<file path="src/design/tno_pkg.sv">
`timescale 1ns / 1ps
`default_nettype none
// ============================================================================
// tno_pkg: shared types, constants and step functions
// Payload structs, pipeline depths and the square-root and divide steps.
// ============================================================================
package tno_pkg;

    localparam int NORM_BITS = 30;
    localparam int SQ_STAGES = 8;
    localparam int SQ_STEPS  = 4;
    localparam int DV_STAGES = 8;
    localparam int DV_STEPS  = 4;

    localparam logic [1:0] CORNER_A = 2'd0;
    localparam logic [1:0] CORNER_B = 2'd1;
    localparam logic [1:0] CORNER_C = 2'd2;

    typedef struct packed {
        logic signed [31:0] ax;
        logic signed [31:0] ay;
        logic signed [31:0] az;
        logic signed [31:0] bx;
        logic signed [31:0] by_coord;
        logic signed [31:0] bz;
        logic signed [31:0] cx;
        logic signed [31:0] cy;
        logic signed [31:0] cz;
    } t_in;

    typedef struct packed {
        logic signed [31:0] out_x;
        logic signed [31:0] out_y;
        logic signed [31:0] out_z;
        logic [1:0]         corner;
        logic               last;
        logic               degenerate;
    } t_out;

    typedef struct packed {
        logic [2:0][2:0][31:0] pv;
        logic [2:0]            neg;
        logic                  degen;
    } t_carry;

    typedef struct packed {
        logic [63:0] v;
        logic [63:0] res;
    } t_sq;

    typedef struct packed {
        logic [31:0] rem;
        logic [31:0] q;
    } t_dv;

    function automatic t_sq sq_step(input t_sq s, input logic [5:0] pos);
        logic [63:0] bt;
        logic [63:0] trial;
        t_sq         r;
        bt    = 64'd1 << pos;
        trial = s.res + bt;
        r     = s;
        if (s.v >= trial) begin
            r.v   = s.v - trial;
            r.res = (s.res >> 1) + bt;
        end else begin
            r.res = s.res >> 1;
        end
        return r;
    endfunction

    function automatic t_dv dv_step(input t_dv s, input logic [31:0] mag);
        logic [32:0] r33;
        t_dv         r;
        r33 = {s.rem, s.q[31]};
        if (r33 >= {1'b0, mag}) begin
            r.rem = 32'(r33 - {1'b0, mag});
            r.q   = {s.q[30:0], 1'b1};
        end else begin
            r.rem = r33[31:0];
            r.q   = {s.q[30:0], 1'b0};
        end
        return r;
    endfunction

endpackage
`default_nettype wire

</file>
<file path="src/design/tno_sqrt.sv">
`timescale 1ns / 1ps
`default_nettype none
// ============================================================================
// tno_sqrt: pipelined integer square root
// Restoring square root, a few result bits per stage.
// ============================================================================
module tno_sqrt (
    input  wire logic              i_clk,
    input  wire logic              i_rst_n,
    input  wire logic              i_en,
    input  wire logic              i_valid,
    input  wire tno_pkg::t_carry   i_carry,
    input  wire logic [2:0][29:0]  i_mm,
    input  wire logic [61:0]       i_sum,
    output logic                   o_valid,
    output tno_pkg::t_carry        o_carry,
    output logic [2:0][29:0]       o_mm,
    output logic [31:0]            o_mag
);
    import tno_pkg::*;

    logic             r_vld [SQ_STAGES];
    t_carry           r_c   [SQ_STAGES];
    logic [2:0][29:0] r_mm  [SQ_STAGES];
    t_sq              r_st  [SQ_STAGES];
    t_sq              w_in  [SQ_STAGES];
    t_sq              n_st  [SQ_STAGES];

    for (genvar g = 0; g < SQ_STAGES; g++) begin : g_stage
        if (g == 0) begin : g_first
            assign w_in[g] = '{v: {2'b00, i_sum}, res: '0};
            always_ff @(posedge i_clk) begin
                if (!i_rst_n) begin
                    r_vld[g] <= 1'b0;
                end else if (i_en) begin
                    r_vld[g] <= i_valid;
                end
            end
            always_ff @(posedge i_clk) begin
                if (i_en) begin
                    r_c[g]  <= i_carry;
                    r_mm[g] <= i_mm;
                end
            end
        end else begin : g_rest
            assign w_in[g] = r_st[g-1];
            always_ff @(posedge i_clk) begin
                if (!i_rst_n) begin
                    r_vld[g] <= 1'b0;
                end else if (i_en) begin
                    r_vld[g] <= r_vld[g-1];
                end
            end
            always_ff @(posedge i_clk) begin
                if (i_en) begin
                    r_c[g]  <= r_c[g-1];
                    r_mm[g] <= r_mm[g-1];
                end
            end
        end

        always_comb begin
            t_sq t;
            t = w_in[g];
            for (int j = 0; j < SQ_STEPS; j++) begin
                t = sq_step(t, 6'(62 - 2 * (SQ_STEPS * g + j)));
            end
            n_st[g] = t;
        end

        always_ff @(posedge i_clk) begin
            if (i_en) begin
                r_st[g] <= n_st[g];
            end
        end
    end

    assign o_valid = r_vld[SQ_STAGES-1];
    assign o_carry = r_c[SQ_STAGES-1];
    assign o_mm    = r_mm[SQ_STAGES-1];
    assign o_mag   = r_st[SQ_STAGES-1].res[31:0];

endmodule
`default_nettype wire

</file>
<file path="config.mk">
export PLATFORM = sky130hd
export DESIGN_NAME = tno_sqrt
export DESIGN_NICKNAME = d
export VERILOG_FILES = /design/src/design/tno_pkg.sv /design/src/design/tno_sqrt.sv
export SDC_FILE = /design/constraint.sdc
export NUM_CORES = 2
export LEC_CHECK = 0
export ABC_CLOCK_PERIOD_IN_PS = 35300
export BUFFER_PORTS_ARGS = -buffer_cell sky130_fd_sc_hd__buf_2
export CORE_ASPECT_RATIO = 1.4
export CORE_MARGIN = 3
export CORE_UTILIZATION = 60
export DETAILED_ROUTE_END_ITERATION = 8
export GPL_TIMING_DRIVEN = 1
export MAX_ROUTING_LAYER = met4
export PLACE_DENSITY = 0.8
export SLEW_MARGIN = 20
export SYNTH_ARGS = -nofsm -noshare
export SYNTH_HDL_FRONTEND = slang
export SYNTH_SLANG_ARGS = --single-unit
</file>
<file path="constraint.sdc">
create_clock -name i_clk -period 35.3 [get_ports i_clk]
set_clock_uncertainty 0.1 [all_clocks]
set_input_delay 5.295 -clock i_clk [delete_from_list [all_inputs] [get_ports i_clk]]
set_output_delay 5.295 -clock i_clk [all_outputs]
set_load 0.03 [all_outputs]
</file>
==> impl_metrics.prom <==
# TYPE chip_impl_metric gauge
chip_impl_info{name="run_status",value="finished clean"} 1
chip_impl_metric{name="timing.reg2reg.setup_slack",unit="ns"} 17.63
chip_impl_metric{name="die_area",unit="sq mm"} 0.274
chip_impl_info{name="slowest_library_cell_on_the_worst_path",value="inv_2"} 1
chip_impl_metric{name="postCtsSetupRepairBufs",unit=""} 0
chip_impl_metric{name="tritonroute_pass_1_iters",unit=""} 8
chip_impl_metric{name="numCtsBuffers",unit=""} 330
chip_impl_metric{name="synth.cell_area",unit="sq mm"} 0.161
chip_impl_metric{name="wl_per_cell",unit="microns"} 29.0
chip_impl_metric{name="remaining_drc_errors",unit=""} 0
chip_impl_metric{name="number_of_hold_violations_in_the_final_report",unit=""} 0
chip_impl_metric{name="tightest_slew",unit="ns"} 1.22
chip_impl_metric{name="postSynth.asyncResetShare",unit="%"} 0
chip_impl_info{name="clock_tree_from_tritoncts",value="built"} 1
chip_impl_metric{name="core_area",unit="sq mm"} 0.266
chip_impl_metric{name="routabilityCongestion",unit=""} 1.05
chip_impl_metric{name="initialDrtViolationCount",unit=""} 9710
chip_impl_info{name="top_library_cells_by_usage_in_the_layout_fill_and_taps_aside",value="3647 x edfxtp_1, 860 x buf_2, 733 x nor2_1"} 1
chip_impl_metric{name="final_min_period_over_clock_period",unit="%"} 50.1
chip_impl_info{name="grt_setup_unrepaired",value="false"} 1
chip_impl_metric{name="area_delta_synth_final",unit="%"} 9.98
chip_impl_metric{name="num_io_pins",unit=""} 863
chip_impl_metric{name="peakVddDrop",unit="uV"} 96.8
chip_impl_metric{name="first_global_vias",unit=""} 101000
chip_impl_metric{name="fin_total_pwr",unit="uW"} 15500
chip_impl_metric{name="final-seq-area",unit="sq mm"} 0.110
chip_impl_metric{name="post-place-ws",unit="ns"} 17.92
chip_impl_metric{name="post_cts_resized",unit=""} 0
chip_impl_metric{name="drv_slew",unit=""} 0
chip_impl_metric{name="synth_enable_flop_cells",unit=""} 3647
chip_impl_metric{name="routed-wl-met2",unit="microns"} 253000
chip_impl_metric{name="place_hpwl",unit="microns"} 324000
chip_impl_metric{name="portBuffers",unit=""} 861
chip_impl_metric{name="critical_path.max_stage_delay",unit="ns"} 0.69
chip_impl_metric{name="fp.dieW",unit="microns"} 444
chip_impl_metric{name="overflow",unit=""} 0
chip_impl_metric{name="critical_path_arrival",unit="ns"} 18.14
chip_impl_metric{name="syn-instance-count",unit=""} 11500
chip_impl_metric{name="synth.yosys.seq_area_share",unit="%"} 68.1
chip_impl_metric{name="yosys_warnings",unit=""} 0
chip_impl_metric{name="post-route-worst-setup-slack",unit="ns"} 17.63
chip_impl_metric{name="multi_input_area",unit="sq mm"} 0.0457
chip_impl_metric{name="clock_tree.buffer_depth",unit=""} 4
chip_impl_metric{name="standard_cell_rows",unit=""} 224
chip_impl_metric{name="grt_pass1_wl",unit="microns"} 660000
chip_impl_info{name="crit_path_end_kind",value="register"} 1
chip_impl_metric{name="antenna_found_initial",unit=""} 66
chip_impl_info{name="critPathLaunchType",value="register"} 1
chip_impl_metric{name="layout.filler_cells",unit=""} 18100
chip_impl_metric{name="met3_length",unit="microns"} 26000
chip_impl_metric{name="powerDensity",unit="mW/mm^2"} 87.4
chip_impl_metric{name="post_layout_minimum_cycle_time",unit="ns"} 17.67
chip_impl_metric{name="fin_util",unit="%"} 66.4
chip_impl_metric{name="htree_num_levels",unit=""} 5
chip_impl_metric{name="grt_usage",unit="%"} 33.7
chip_impl_metric{name="timing.hold.ws",unit="ns"} 0.239
chip_impl_info{name="timing.setup.critical_path_class",value="reg2reg"} 1
chip_impl_metric{name="avg_inst_size_synth",unit="sq um"} 14.0
chip_impl_info{name="crit_start",value="r_st[1][157]"} 1
chip_impl_metric{name="ctsHoldBuffers",unit=""} 0
chip_impl_info{name="reg2reg_from",value="r_st[1][157]"} 1
chip_impl_metric{name="fmax",unit="MHz"} 56.6
chip_impl_info{name="end_point_of_the_critical_path",value="r_st[1][369]"} 1
chip_impl_metric{name="headroom_to_the_max_slew_limit",unit="%"} 17.8
chip_impl_metric{name="critical_path.max_fanout",unit=""} 50
chip_impl_metric{name="worst_setup_hold_path_clk_slew",unit="ns"} 0.07
chip_impl_metric{name="die_height",unit="microns"} 619
chip_impl_metric{name="clk-insertion-delay-late",unit="ns"} 0.95
chip_impl_metric{name="syn_nets",unit=""} 12500
chip_impl_metric{name="setup_viol",unit=""} 0
chip_impl_metric{name="worstRegToRegCells",unit=""} 59
chip_impl_info{name="final_common_cell",value="edfxtp_1"} 1
chip_impl_metric{name="vias_per_cell",unit=""} 6.27
chip_impl_metric{name="wl_met1",unit="microns"} 145000
chip_impl_metric{name="setup_tns",unit="ns"} 0
chip_impl_metric{name="worst_ep_required_time",unit="ns"} 35.77
chip_impl_metric{name="max_cap_violations",unit=""} 0
chip_impl_metric{name="ys_ff_latch",unit=""} 3648
chip_impl_metric{name="detail-route-antenna-nets",unit=""} 0
chip_impl_info{name="root_buffer",value="clkbuf_16"} 1
chip_impl_metric{name="total_routed_length",unit="microns"} 461000
chip_impl_info{name="main_flop_type_after_synthesis",value="edfxtp_1"} 1
chip_impl_metric{name="detailroute.via_count",unit=""} 99800
chip_impl_metric{name="nets",unit=""} 13100
chip_impl_metric{name="synth_cell_type_count",unit=""} 126
chip_impl_info{name="highest_layer",value="met4"} 1
chip_impl_metric{name="final_layout_size_suffix_gt1_share",unit="%"} 13.2
chip_impl_metric{name="power.static_leakage",unit="uW"} 0.0650
chip_impl_info{name="critical-path-top-cell-by-count",value="a21o_1"} 1
chip_impl_metric{name="grt_max_degree",unit=""} 219
chip_impl_info{name="timing.hold.worst.class",value="reg2reg"} 1
chip_impl_metric{name="floorplan.initialDensity",unit="%"} 60.4
chip_impl_metric{name="cts.sinks",unit=""} 3648
chip_impl_info{name="r2r-end",value="r_st[1][369]"} 1
==> Yosys cell counts (all sizes together) (177+ instances only) <==
cell type	n	area, sq um
buf	500	3580
o21ai	453	2270
a21oi	734	3690
a21o	302	2270
nand3	214	1090
inv	356	1340
nand2	687	2580
nand4	180	1150
ha	543	6790
nor3	212	1100
nor2	733	2750
xnor2	506	4440
clkbuf	177	666
xor2	289	2530
edfxtp	3647	110000
nor4	193	1300
==> stage by stage <==
step	cells	instance area, sq um
4_1_cts	15900	177000
3_5_place_dp	15300	166000
2_1_floorplan	11500	161000
6_report	15900	177000
5_1_grt	15900	177000
3_3_place_gp	15300	166000
==> routing by layer <==
metal | GRT usage, % | vias up
met2 | 62.7 | 4721
met3 | 5.04 | 1690
met4 | 21.7 | 0
met5 | - | -
met1 | 32.3 | 48700
li1 | - | 44700
==> flip-flops by register name (all words and copies together), names as in the netlist <==
signal / cells
r_mm: 720
r_c: 2336
r_vld: 8
r_st: 584
==> logic make-up (layout without fill, tap and decap cells) <==
group	after synthesis	after routing	synth area share (%)
adder cells (fa/ha/maj)	543	543	4.23
buffers and inverters	1035	1900	3.48
AND/OR/NAND/NOR	3006	3006	9.63
other	1	50	0.00233
AO/OA/AOI/OAI	2368	2368	9.60
XOR/XNOR	795	795	4.34
multiplexers	90	90	0.603
flip-flops	3648	3648	68.1
==> critical path: cells and delay by family, from the launching register on <==
kind	cells	cell delay (ns)
AOI/OAI and AO/OA	34	8.28
and+or+nand+nor	14	3.92
buffers and inverters	5	2.11
adders and majority gates	4	1.63
DFF	1	0.66
xor gates and xnor gates	2	0.46
==> how the worst min path moves through the flow <==
stage                         to    startpoint  slack [ns]  cells after the start
detailed placement  r_c[0][1000]   r_c[0][708]        0.30                      0
global route        r_mm[0][266]  r_mm[0][176]        0.24                      0
floorplan           r_c[0][1000]   r_c[0][708]        0.30                      0
CTS                 r_mm[0][266]  r_mm[0][176]        0.22                      0
finish              r_mm[0][266]  r_mm[0][176]        0.24                      0
global placement     r_c[1][754]   r_c[1][462]        0.30                      0
==> where the power goes <==
part           total [uW]  switching [uW]  internal (uW)
registers            5540             236           5300
clock network        3580            1640           1940
logic                6340            4090           2240
total               15500            5970           9490
==> layout make-up <==
| type | count | share of cell area, % |
|---|---|---|
| timing repair buffer | 952 | 2.92 |
| multi-input combinational | 6803 | 25.9 |
| antenna | 49 | 0.0693 |
| clock buffer | 385 | 4.83 |
| clock inverter | 205 | 1.13 |
| tap | 3503 | 2.48 |
| sequential | 3648 | 61.9 |
| inverter | 358 | 0.762 |
(Power assumes the default switching activity.)
